--- config.mk ---
export PLATFORM = sky130hd
export DESIGN_NAME = i2c_master_byte_engine_core_flat
export DESIGN_NICKNAME = d
export VERILOG_FILES = /design/src/rtl/i2cm_pkg.sv /design/src/rtl/i2cm_if.sv /design/src/rtl/i2cm_cfg.sv /design/src/rtl/i2cm_seq.sv /design/src/rtl/i2c_master_byte_engine_core.sv /design/src/flat_wrapper.sv
export SDC_FILE = /design/constraint.sdc
export NUM_CORES = 1
export LEC_CHECK = 0
export BUFFER_PORTS_ARGS = -buffer_cell sky130_fd_sc_hd__buf_2
export CORE_UTILIZATION = 48
export CTS_CLUSTER_SIZE = 24
export DETAILED_ROUTE_END_ITERATION = 8
export GPL_TIMING_DRIVEN = 1
export HOLD_SLACK_MARGIN = 0.03
export PLACE_DENSITY_LB_ADDON = 0.08
export SLEW_MARGIN = 20
export SYNTH_ARGS = -nofsm -noshare
export SYNTH_HDL_FRONTEND = slang
export SYNTH_HIERARCHICAL = 1
export SYNTH_SLANG_ARGS = --single-unit
--- constraint.sdc ---
create_clock -name clk -period 7.2 [get_ports clk]
set_input_delay 2.16 -clock clk [delete_from_list [all_inputs] [get_ports clk]]
set_output_delay 2.16 -clock clk [all_outputs]
set_load 0.1 [all_outputs]
--- src/rtl/i2cm_pkg.sv ---
package i2cm_pkg;

  typedef enum logic [3:0] {
    PH_IDLE = 4'd0,
    PH_ST1  = 4'd1,
    PH_ST2  = 4'd2,
    PH_SP1  = 4'd3,
    PH_SP2  = 4'd4,
    PH_FIN  = 4'd5,
    PH_WB0  = 4'd6,
    PH_WB1  = 4'd7,
    PH_WB2  = 4'd8,
    PH_WA0  = 4'd9,
    PH_WA1  = 4'd10,
    PH_WA2  = 4'd11,
    PH_RB1  = 4'd12,
    PH_RB2  = 4'd13,
    PH_RA1  = 4'd14,
    PH_RA2  = 4'd15
  } phase_t;

  localparam logic [2:0] OP_TICK  = 3'd0;
  localparam logic [2:0] OP_START = 3'd1;
  localparam logic [2:0] OP_STOP  = 3'd2;
  localparam logic [2:0] OP_WRITE = 3'd3;
  localparam logic [2:0] OP_READ  = 3'd4;

  localparam logic REG_SHORT = 1'b0;
  localparam logic REG_LONG  = 1'b1;

  localparam logic [7:0] SHORT_RESET   = 8'd2;
  localparam logic [7:0] LONG_RESET    = 8'd5;
  localparam logic [3:0] BITS_PER_BYTE = 4'd8;

  typedef struct packed {
    logic [7:0] short_ticks;
    logic [7:0] long_ticks;
  } cfg_t;

  typedef struct packed {
    logic [2:0] operation;
    logic [7:0] tx_byte;
    logic       send_ack;
    logic       sda_sample;
  } cmd_t;

  typedef struct packed {
    logic       scl_level;
    logic       sda_release;
    logic       busy_res;
    logic       done_res;
    logic [7:0] rx_byte;
    logic       nack_received;
  } res_t;

  // a wait of w ticks counts the tick of the change, zero acts as one
  function automatic logic [7:0] wait_load(input logic [7:0] ticks);
    return (ticks == 8'd0) ? 8'd0 : ticks - 8'd1;
  endfunction

endpackage

--- src/rtl/i2cm_if.sv ---
interface i2cm_tick_if;
  logic       valid;
  logic       ready;
  logic [2:0] operation;
  logic [7:0] tx_byte;
  logic       send_ack;
  logic       sda_sample;

  modport source (output valid, operation, tx_byte, send_ack, sda_sample, input ready);
  modport sink (input valid, operation, tx_byte, send_ack, sda_sample, output ready);
endinterface

interface i2cm_report_if;
  logic       valid;
  logic       ready;
  logic       scl_level;
  logic       sda_release;
  logic       busy_res;
  logic       done_res;
  logic [7:0] rx_byte;
  logic       nack_received;

  modport source (output valid, scl_level, sda_release, busy_res, done_res, rx_byte,
                  nack_received, input ready);
  modport sink (input valid, scl_level, sda_release, busy_res, done_res, rx_byte,
                nack_received, output ready);
endinterface

--- src/rtl/i2cm_cfg.sv ---
module i2cm_cfg (
  input  logic                clk,
  input  logic                rst,
  input  logic                psel,
  input  logic                penable,
  input  logic                pwrite,
  input  logic [2:0]          paddr,
  input  logic [31:0]         pwdata,
  output logic [31:0]         prdata,
  output logic                pready,
  output i2cm_pkg::cfg_t      cfg
);
  import i2cm_pkg::*;

  logic [7:0] short_ticks;
  logic [7:0] long_ticks;
  logic       wr_en;

  assign pready = 1'b1;
  assign wr_en  = psel && penable && pwrite && pready;

  always_ff @(posedge clk) begin
    if (rst) begin
      short_ticks <= SHORT_RESET;
      long_ticks  <= LONG_RESET;
    end else if (wr_en) begin
      unique case (paddr[2])
        REG_SHORT: short_ticks <= pwdata[7:0];
        REG_LONG:  long_ticks  <= pwdata[7:0];
        default:   ;
      endcase
    end
  end

  always_comb begin
    unique case (paddr[2])
      REG_SHORT: prdata = {24'd0, short_ticks};
      REG_LONG:  prdata = {24'd0, long_ticks};
      default:   prdata = 32'd0;
    endcase
  end

  assign cfg.short_ticks = short_ticks;
  assign cfg.long_ticks  = long_ticks;

endmodule

--- src/rtl/i2cm_seq.sv ---
module i2cm_seq (
  input  logic           clk,
  input  logic           rst,
  input  logic           step,
  input  i2cm_pkg::cmd_t cmd,
  input  i2cm_pkg::cfg_t cfg,
  output i2cm_pkg::res_t res
);
  import i2cm_pkg::*;

  phase_t     phase, phase_next;
  logic [7:0] wait_count, wait_count_next;
  logic [3:0] bit_index, bit_index_next;
  logic [7:0] shift_reg, shift_reg_next;
  logic       ack_flag, ack_flag_next;
  logic       scl_out, scl_out_next;
  logic       sda_out, sda_out_next;
  logic [7:0] rx_hold, rx_hold_next;
  logic       ack_latch, ack_latch_next;
  logic       done_next;

  logic       run;
  phase_t     act_ph;
  logic [7:0] act_shift;
  logic [3:0] bit_inc;
  logic [7:0] short_load;
  logic [7:0] long_load;

  assign short_load = wait_load(cfg.short_ticks);
  assign long_load  = wait_load(cfg.long_ticks);
  assign bit_inc    = bit_index + 4'd1;

  always_ff @(posedge clk) begin
    if (rst) begin
      phase      <= PH_IDLE;
      wait_count <= 8'd0;
      bit_index  <= 4'd0;
      shift_reg  <= 8'd0;
      ack_flag   <= 1'b0;
      scl_out    <= 1'b1;
      sda_out    <= 1'b1;
      rx_hold    <= 8'd0;
      ack_latch  <= 1'b0;
    end else if (step) begin
      phase      <= phase_next;
      wait_count <= wait_count_next;
      bit_index  <= bit_index_next;
      shift_reg  <= shift_reg_next;
      ack_flag   <= ack_flag_next;
      scl_out    <= scl_out_next;
      sda_out    <= sda_out_next;
      rx_hold    <= rx_hold_next;
      ack_latch  <= ack_latch_next;
    end
  end

  always_comb begin
    phase_next      = phase;
    wait_count_next = wait_count;
    bit_index_next  = bit_index;
    shift_reg_next  = shift_reg;
    ack_flag_next   = ack_flag;
    scl_out_next    = scl_out;
    sda_out_next    = sda_out;
    rx_hold_next    = rx_hold;
    ack_latch_next  = ack_latch;
    done_next       = 1'b0;
    run             = 1'b0;
    act_ph          = phase;
    act_shift       = shift_reg;

    if (phase == PH_IDLE) begin
      case (cmd.operation)
        OP_START: begin
          bit_index_next  = 4'd0;
          sda_out_next    = 1'b1;
          scl_out_next    = 1'b1;
          wait_count_next = long_load;
          phase_next      = PH_ST1;
        end
        OP_STOP: begin
          bit_index_next  = 4'd0;
          scl_out_next    = 1'b0;
          sda_out_next    = 1'b0;
          wait_count_next = long_load;
          phase_next      = PH_SP1;
        end
        OP_WRITE: begin
          // first data bit goes out on the tick the command is taken
          bit_index_next = 4'd0;
          run            = 1'b1;
          act_ph         = PH_WB0;
          act_shift      = cmd.tx_byte;
        end
        OP_READ: begin
          bit_index_next  = 4'd0;
          ack_latch_next  = cmd.send_ack;
          shift_reg_next  = 8'd0;
          scl_out_next    = 1'b0;
          sda_out_next    = 1'b1;
          wait_count_next = short_load;
          phase_next      = PH_RB1;
        end
        default: ;
      endcase
    end else if (wait_count != 8'd0) begin
      wait_count_next = wait_count - 8'd1;
    end else begin
      run = 1'b1;
    end

    if (run) begin
      unique case (act_ph)
        PH_ST1: begin
          sda_out_next    = 1'b0;
          wait_count_next = long_load;
          phase_next      = PH_ST2;
        end
        PH_ST2: begin
          scl_out_next = 1'b0;
          done_next    = 1'b1;
          phase_next   = PH_IDLE;
        end
        PH_SP1: begin
          scl_out_next    = 1'b1;
          wait_count_next = long_load;
          phase_next      = PH_SP2;
        end
        PH_SP2: begin
          sda_out_next    = 1'b1;
          wait_count_next = long_load;
          phase_next      = PH_FIN;
        end
        PH_FIN: begin
          done_next  = 1'b1;
          phase_next = PH_IDLE;
        end
        PH_WB0: begin
          sda_out_next    = act_shift[7];
          shift_reg_next  = {act_shift[6:0], 1'b0};
          wait_count_next = short_load;
          phase_next      = PH_WB1;
        end
        PH_WB1: begin
          scl_out_next    = 1'b1;
          wait_count_next = long_load;
          phase_next      = PH_WB2;
        end
        PH_WB2: begin
          scl_out_next    = 1'b0;
          bit_index_next  = bit_inc;
          wait_count_next = short_load;
          phase_next      = (bit_inc >= BITS_PER_BYTE) ? PH_WA0 : PH_WB0;
        end
        PH_WA0: begin
          sda_out_next    = 1'b1;
          wait_count_next = short_load;
          phase_next      = PH_WA1;
        end
        PH_WA1: begin
          scl_out_next    = 1'b1;
          wait_count_next = long_load;
          phase_next      = PH_WA2;
        end
        PH_WA2: begin
          ack_flag_next   = cmd.sda_sample;
          scl_out_next    = 1'b0;
          wait_count_next = short_load;
          phase_next      = PH_FIN;
        end
        PH_RB1: begin
          scl_out_next    = 1'b1;
          wait_count_next = short_load;
          phase_next      = PH_RB2;
        end
        PH_RB2: begin
          shift_reg_next  = {act_shift[6:0], cmd.sda_sample};
          bit_index_next  = bit_inc;
          scl_out_next    = 1'b0;
          wait_count_next = short_load;
          if (bit_inc >= BITS_PER_BYTE) begin
            // last bit in, drive ack or nack in the same tick
            rx_hold_next = {act_shift[6:0], cmd.sda_sample};
            sda_out_next = !ack_latch;
            phase_next   = PH_RA1;
          end else begin
            phase_next = PH_RB1;
          end
        end
        PH_RA1: begin
          scl_out_next    = 1'b1;
          wait_count_next = long_load;
          phase_next      = PH_RA2;
        end
        PH_RA2: begin
          scl_out_next    = 1'b0;
          wait_count_next = short_load;
          phase_next      = PH_FIN;
        end
        default: phase_next = PH_IDLE;
      endcase
    end
  end

  assign res.scl_level     = scl_out_next;
  assign res.sda_release   = sda_out_next;
  assign res.busy_res      = (phase_next != PH_IDLE);
  assign res.done_res      = done_next;
  assign res.rx_byte       = rx_hold_next;
  assign res.nack_received = ack_flag_next;

  a_bit_range: assert property (@(posedge clk) disable iff (rst)
    bit_index <= BITS_PER_BYTE)
    else $error("bit counter past one byte");

  a_done_idle: assert property (@(posedge clk) disable iff (rst)
    step && res.done_res |=> phase == PH_IDLE)
    else $error("done without returning to idle");

  a_wait_holds: assert property (@(posedge clk) disable iff (rst)
    step && phase != PH_IDLE && wait_count != 8'd0
    |=> phase == $past(phase) && scl_out == $past(scl_out) && sda_out == $past(sda_out))
    else $error("lines or phase moved during a wait");

  a_idle_tick: assert property (@(posedge clk) disable iff (rst)
    step && phase == PH_IDLE && cmd.operation != OP_START && cmd.operation != OP_STOP
    && cmd.operation != OP_WRITE && cmd.operation != OP_READ |=> phase == PH_IDLE)
    else $error("left idle without a command");

  a_done_from_busy: assert property (@(posedge clk) disable iff (rst)
    step && res.done_res |-> phase != PH_IDLE)
    else $error("done pulse while idle");

endmodule

--- src/rtl/i2c_master_byte_engine_core.sv ---
// a taken tick word is registered in cmd_q, and its report word in res_q once the output register is free
// throughput: one tick word per cycle, limited only by report backpressure
// the bus sequencer advances one step per tick word
// reset (rst, synchronous): lines released high, sequencer idle, waits 2 and 5
// ticks, received byte and ack status cleared, no words in flight
module i2c_master_byte_engine_core (
  input  logic            clk,
  input  logic            rst,
  i2cm_tick_if.sink       tick,
  i2cm_report_if.source   report,
  input  logic            psel,
  input  logic            penable,
  input  logic            pwrite,
  input  logic [2:0]      paddr,
  input  logic [31:0]     pwdata,
  output logic [31:0]     prdata,
  output logic            pready
);
  import i2cm_pkg::*;

  cfg_t cfg;
  cmd_t cmd_q;
  logic cmd_vld;
  res_t res;
  res_t res_q;
  logic res_vld;
  logic advance;
  logic step;

  i2cm_cfg u_cfg (
    .clk     (clk),
    .rst     (rst),
    .psel    (psel),
    .penable (penable),
    .pwrite  (pwrite),
    .paddr   (paddr),
    .pwdata  (pwdata),
    .prdata  (prdata),
    .pready  (pready),
    .cfg     (cfg)
  );

  i2cm_seq u_seq (
    .clk  (clk),
    .rst  (rst),
    .step (step),
    .cmd  (cmd_q),
    .cfg  (cfg),
    .res  (res)
  );

  // output register frees up when empty or being taken
  assign advance    = !res_vld || report.ready;
  assign tick.ready = !cmd_vld || advance;
  assign step       = cmd_vld && advance;

  always_ff @(posedge clk) begin
    if (rst) begin
      cmd_vld <= 1'b0;
      res_vld <= 1'b0;
    end else begin
      if (tick.ready) cmd_vld <= tick.valid;
      if (advance) res_vld <= cmd_vld;
    end
  end

  always_ff @(posedge clk) begin
    if (tick.valid && tick.ready) begin
      cmd_q.operation  <= tick.operation;
      cmd_q.tx_byte    <= tick.tx_byte;
      cmd_q.send_ack   <= tick.send_ack;
      cmd_q.sda_sample <= tick.sda_sample;
    end
    if (step) res_q <= res;
  end

  assign report.valid         = res_vld;
  assign report.scl_level     = res_q.scl_level;
  assign report.sda_release   = res_q.sda_release;
  assign report.busy_res      = res_q.busy_res;
  assign report.done_res      = res_q.done_res;
  assign report.rx_byte       = res_q.rx_byte;
  assign report.nack_received = res_q.nack_received;

endmodule

--- src/flat_wrapper.sv ---
// flat-port wrapper written by rule: the top's interface ports become plain ports
module i2c_master_byte_engine_core_flat import i2cm_pkg::*;
  (clk, rst, psel, penable, pwrite, paddr, pwdata, prdata, pready, tick_valid, tick_operation, tick_tx_byte, tick_send_ack, tick_sda_sample, tick_ready, report_valid, report_scl_level, report_sda_release, report_busy_res, report_done_res, report_rx_byte, report_nack_received, report_ready);
  i2cm_tick_if tick_i ();
  i2cm_report_if report_i ();
  input  logic clk;
  input  logic rst;
  input  logic psel;
  input  logic penable;
  input  logic pwrite;
  input  logic [2:0] paddr;
  input  logic [31:0] pwdata;
  output logic [31:0] prdata;
  output logic pready;
  input wire logic [$bits(tick_i.valid)-1:0] tick_valid;
  input wire logic [$bits(tick_i.operation)-1:0] tick_operation;
  input wire logic [$bits(tick_i.tx_byte)-1:0] tick_tx_byte;
  input wire logic [$bits(tick_i.send_ack)-1:0] tick_send_ack;
  input wire logic [$bits(tick_i.sda_sample)-1:0] tick_sda_sample;
  output wire logic [$bits(tick_i.ready)-1:0] tick_ready;
  output wire logic [$bits(report_i.valid)-1:0] report_valid;
  output wire logic [$bits(report_i.scl_level)-1:0] report_scl_level;
  output wire logic [$bits(report_i.sda_release)-1:0] report_sda_release;
  output wire logic [$bits(report_i.busy_res)-1:0] report_busy_res;
  output wire logic [$bits(report_i.done_res)-1:0] report_done_res;
  output wire logic [$bits(report_i.rx_byte)-1:0] report_rx_byte;
  output wire logic [$bits(report_i.nack_received)-1:0] report_nack_received;
  input wire logic [$bits(report_i.ready)-1:0] report_ready;
  assign tick_i.valid = tick_valid;
  assign tick_i.operation = tick_operation;
  assign tick_i.tx_byte = tick_tx_byte;
  assign tick_i.send_ack = tick_send_ack;
  assign tick_i.sda_sample = tick_sda_sample;
  assign tick_ready = tick_i.ready;
  assign report_valid = report_i.valid;
  assign report_scl_level = report_i.scl_level;
  assign report_sda_release = report_i.sda_release;
  assign report_busy_res = report_i.busy_res;
  assign report_done_res = report_i.done_res;
  assign report_rx_byte = report_i.rx_byte;
  assign report_nack_received = report_i.nack_received;
  assign report_i.ready = report_ready;
  i2c_master_byte_engine_core u_core (.clk(clk), .rst(rst), .tick(tick_i), .report(report_i), .psel(psel), .penable(penable), .pwrite(pwrite), .paddr(paddr), .pwdata(pwdata), .prdata(prdata), .pready(pready));
endmodule
# ---- After elaboration in Yosys (flattened, before gate mapping)
# Index checks and enable logic that the tools add are counted.
dict set report totals {
  out_inout_bits 48
  word_cells 121
  reg_bits 80
  input_bits 55
}
dict set report classes {
  bitwise_logic 1
  muxes 44
  addsub 4
  n_eq_ne 19
  reduce_logical 29
  magnitude_cmp 1
}
# cell n
set op_table {}
lappend op_table {{$mux W8} 13}
lappend op_table {{$pmux W32 S2} 1}
lappend op_table {{$pmux W8 S2} 3}
lappend op_table {{$pmux W4 S11} 1}
lappend op_table {{$mux W4} 9}
lappend op_table {{$eq A4 B4 Y1 const B} 8}
lappend op_table {{$sub A8 B1 Y8 const B} 3}
lappend op_table {{$eq A4 B3 Y1 const B} 4}
lappend op_table {{$logic_not A8 Y1} 2}
lappend op_table {{$pmux W4 S3} 1}
lappend op_table {{$reduce_or A2 Y1} 6}
lappend op_table {{$mux W1} 11}
lappend op_table {{$reduce_or A5 Y1} 2}
lappend op_table {{$eq A4 B2 Y1 const B} 2}
lappend op_table {{$reduce_bool A8 Y1} 1}
lappend op_table {{$reduce_or A7 Y1} 1}
lappend op_table {{$eq A3 B2 Y1 const B} 2}
lappend op_table {{$pmux W1 S2} 3}
lappend op_table {{$reduce_or A6 Y1} 1}
lappend op_table {{$add A4 B1 Y4 const B} 1}
lappend op_table {{$eq A4 B1 Y1 const B} 1}
lappend op_table {{$ge A4 B4 Y1 const B} 1}
lappend op_table {{$logic_and A1 B1 Y1} 4}
lappend op_table {{$logic_not A4 Y1} 1}
lappend op_table {{12 further kinds} 16}

# ---- Logic depth before layout (Yosys ltp)
dict set report logic_depth {
  word_depth 8
  depth_mapped 10
  mapped_depth_nobuf 8
}

# ---- Cells and area by module
# Netlist, hierarchy kept.
# module instances seq_area_each_um2 area_per_inst_um2 cells_per_inst
set modules_own_cells {}
lappend modules_own_cells {i2cm_seq 1 720.7 3047.9 413}
lappend modules_own_cells {i2cm_cfg 1 320.3 1014.7 103}
lappend modules_own_cells {i2c_master_byte_engine_core 1 820.8 884.6 36}

# ---- Worst setup path after synthesis
# OpenSTA, ideal clock, no wires.
dict set report synth_path {
  path_type {input-to-output}
  from {input port paddr[2]}
  to {output port prdata[0]}
  arrival_time_ps 2837
  t_required_ps 5040
  stages 2
  slack_ps 2203
  n_path_buf 1
  path_cell_list {buf_6 -> mux2_2}
}
dict set report synth_via {
  elab_chain_len 2
}
# item line_no
set synth_lines {}
lappend synth_lines {{from (decl)} flat_wrapper.sv:11} ;# input logic [2:0] paddr;
lappend synth_lines {{$not A1 Y1 (no line)} -}
lappend synth_lines {{$pmux W32 S2 *} i2cm_cfg.sv:36} ;# unique case (paddr[2])
lappend synth_lines {{to (decl)} flat_wrapper.sv:13} ;# output logic [31:0] prdata;
# Every way passes the cells marked *; elsewhere a longest branch is shown, timed or not. The select of a mux whose other input is x is not followed.

# ---- Final worst setup path
dict set report layout_path {
  from {input port paddr[2]}
  to {output port prdata[5]}
}
# Same word-level chain as after synthesis.

==> results.toml <==
[route]
first_pass_iters = 4
drtIter0Drc = 241
routed_via_density = 5.74
post_drt_wl_per_cell_um = 16.0
wl_um = 11400
post-route-drc-count = 0
antenna_left = 0
routed-via-count = 4090

[critical_path]
crit_chain = "buf_2, mux2_2, buf_2"
max_stage_delay_ns = 0.38
cp-end-kind = "primary output"
worst_path_max_delay_cell = "mux2_2"
arrival_ns = 3.06
worstSetupStartpointType = "input pin"
critPathMostFrequentCell = "buf_2"
cp_max_fo = 11
required_ns = 5.04
criticalPathCategory = "input pin to primary output"

[clocking]
numCtsBuffers = 9
cts_resized = 0
cts_htree_levels = 3
holdBufCountCts = 0
tritoncts = "built"
clock_sinks = 80
clock-root-buffer = "clkbuf_8"
clk_path_buf_depth = 2
clk_latency_ns = 0.36
clkTransAtPathRegs_ns = 0.09
post_cts_buffers = 0

[floorplanning]
dieWidth_um = 104
die_area_mm2 = 0.0107
fp.dieH_um = 104
core_mm2 = 0.00986
num_rows = 36
io_pins = 103
initial_utilization_pct = 50.2

[final_layout]
final_common_cell = "dfxtp_1"
drive_gt1_share_pct = 19.0
fin_util_pct = 53.1
syn_to_final_growth_pct = 5.97
fill_cells = 957
largest_reg_flops = 13
layout.nets = 635
regMostFlops = "u_core/cmd_q"
layout_common_cells = "dfxtp_1, buf_2, nor2_1, nand2_1, o21ai_0"
diodes = 0

[timing]
post-route-period-util_pct = 72.5
max_slew_margin_pct = 37.2
final_hold_viol_count = 0
min_period_ns = 5.22
timing.final.max_slew_violations = 0
fmax_mhz = 192
fin_setup_tns_ns = 0
hold_ws_ns = 0.460
tightest_slew_ns = 0.942
setup_viol = 0
rsz0062_at_grt = "no"
finClkSkew_ns = 0.0176

[logic_synthesis]
avgSynthCellArea_um2 = 8.96
ys_seq_area_share_pct = 37.6
synth_cell_type_count = 81
yosys_warnings = 6
yosysTopAreaCell = "dfxtp_1"
yosys_register_bits = 80
synth_area_leaders = "dfxtp_1, edfxtp_1, mux2i_1"
ys.flop_type = "dfxtp_1"
synth_area_mm2 = 0.00495
synth_edf_count = 26
synthArstFlopShare_pct = 0
synthCells = 552
yosys.area.top_type_share_pct = 21.9

[power]
leakagePower_nw = 1.94
clkPwrFrac_pct = 28.9
p_switching_mw = 0.423
p_sw_share_pct = 37.7
p_seq_share_pct = 45.3
intPower_mw = 0.700
power.density_mw_per_mm2 = 214
vdd_ir_drop_max_uv = 131
p_comb_share_pct = 25.8

[global_route]
grt_pass1_wl_um = 18500
antenna_found_initial = 0
grt_usage_pct = 21.5
grt_pass1_vias = 3749
grt_start_max_net_pins = 56
overflow = 0

[run_status]
status = "finished clean"

[hold_path]
worstHoldPathType = "flip-flop to flip-flop"

[placement]
gp_congestion = 0.833
io_buffer_count = 51
dpl.hpwl_um = 7980

[run]
drv_cap = 0
## layout make-up
type	count	area (µm²)	area share, %
Clock buffer	10	138	2.63
Clock inverter	6	50.0	0.955
Sequential cell	80	1860	35.5
Inverter	13	48.8	0.931
Tap cell	133	166	3.17
Multi-Input combinational cell	416	2700	51.5
Timing Repair Buffer	54	278	5.30
## critical path, delay by kind of cell
kind,cells,cell delay [ns]
muxes,1,0.38
buffers and inverters,2,0.52
## power groups by stage
stage          registers [mW]  clock network [mW]  logic (mW)
2_1_floorplan           0.537                   0       0.236
3_5_place_dp            0.519                   0       0.288
5_1_grt                 0.512               0.348       0.311
4_1_cts                 0.508               0.333       0.289
3_3_place_gp            0.518                   0       0.286
6_report                0.509               0.324       0.290
## metal layers
layer  wire [µm]  part of all wire [%]  track usage [%]  up-vias
met5           0                     0                0        -
met4         225                   2.0             9.52        0
met3         633                   5.5             3.27       15
met2        5110                    45             33.2      131
met1        5450                    48             29.6     1934
li1            -                     -                -     2010
## kinds of logic after synthesis
kind of cell / count (synthesis) / synth area share, %
AO/OA/AOI/OAI: 142 / 19.6
multiplexers: 37 / 7.74
flip-flops: 80 / 37.6
AND/OR/NAND/NOR: 194 / 21.7
adder cells (fa/ha/maj): 6 / 1.52
other: 2 / 0.152
XOR/XNOR: 12 / 2.12
buffers and inverters: 79 / 9.53
## cell usage after synthesis, drive strengths merged (4+ instances only)
| library cell | instances |
|---|---|
| a31o | 4 |
| inv | 13 |
| and3 | 6 |
| nor2 | 43 |
| clkbuf | 24 |
| a311oi | 4 |
| nand2b | 28 |
| a31oi | 4 |
| xor2 | 5 |
| nand2 | 43 |
| edfxtp | 26 |
| a211oi | 12 |
| mux2 | 10 |
| o31ai | 5 |
| dfxtp | 54 |
| o22ai | 6 |
| or2 | 14 |
| or4 | 6 |
| o21ai | 33 |
| xnor2 | 7 |
| a21oi | 32 |
| nor4 | 4 |
| and2 | 4 |
| mux2i | 27 |
| o211ai | 4 |
| o2bb2ai | 8 |
| ha | 6 |
| buf | 42 |
| nand3 | 9 |
| o32ai | 4 |
| nor3 | 15 |
## stage by stage
| stage | std cells | area (µm²) | worst slack [ns] | total power [mW] |
|---|---|---|---|---|
| 6_report | 712 | 5240 | 1.98 | 1.12 |
| 4_1_cts | 712 | 5240 | 1.98 | 1.13 |
| 5_1_grt | 712 | 5240 | 1.96 | 1.17 |
| 2_1_floorplan | 575 | 5030 | 2.20 | 0.773 |
| 3_3_place_gp | 696 | 5050 | 1.99 | 0.804 |
| 3_5_place_dp | 696 | 5050 | 1.99 | 0.807 |
## path summary, 6_finish.rpt
path / start / to / slack [ns] / cells after the start
hold / removal: u_core/u_seq/rx_hold[4] / u_core/u_seq/rx_hold[4] / 0.46 / 2
setup / recovery: paddr[2] / prdata[5] / 1.98 / 3
setup reg to reg: u_core/u_seq/phase[3] / u_core/report.rx_byte[0] / 3.97 / 5
hold reg to reg: u_core/u_seq/rx_hold[4] / u_core/u_seq/rx_hold[4] / 0.46 / 2
(Power assumes the default switching activity.)
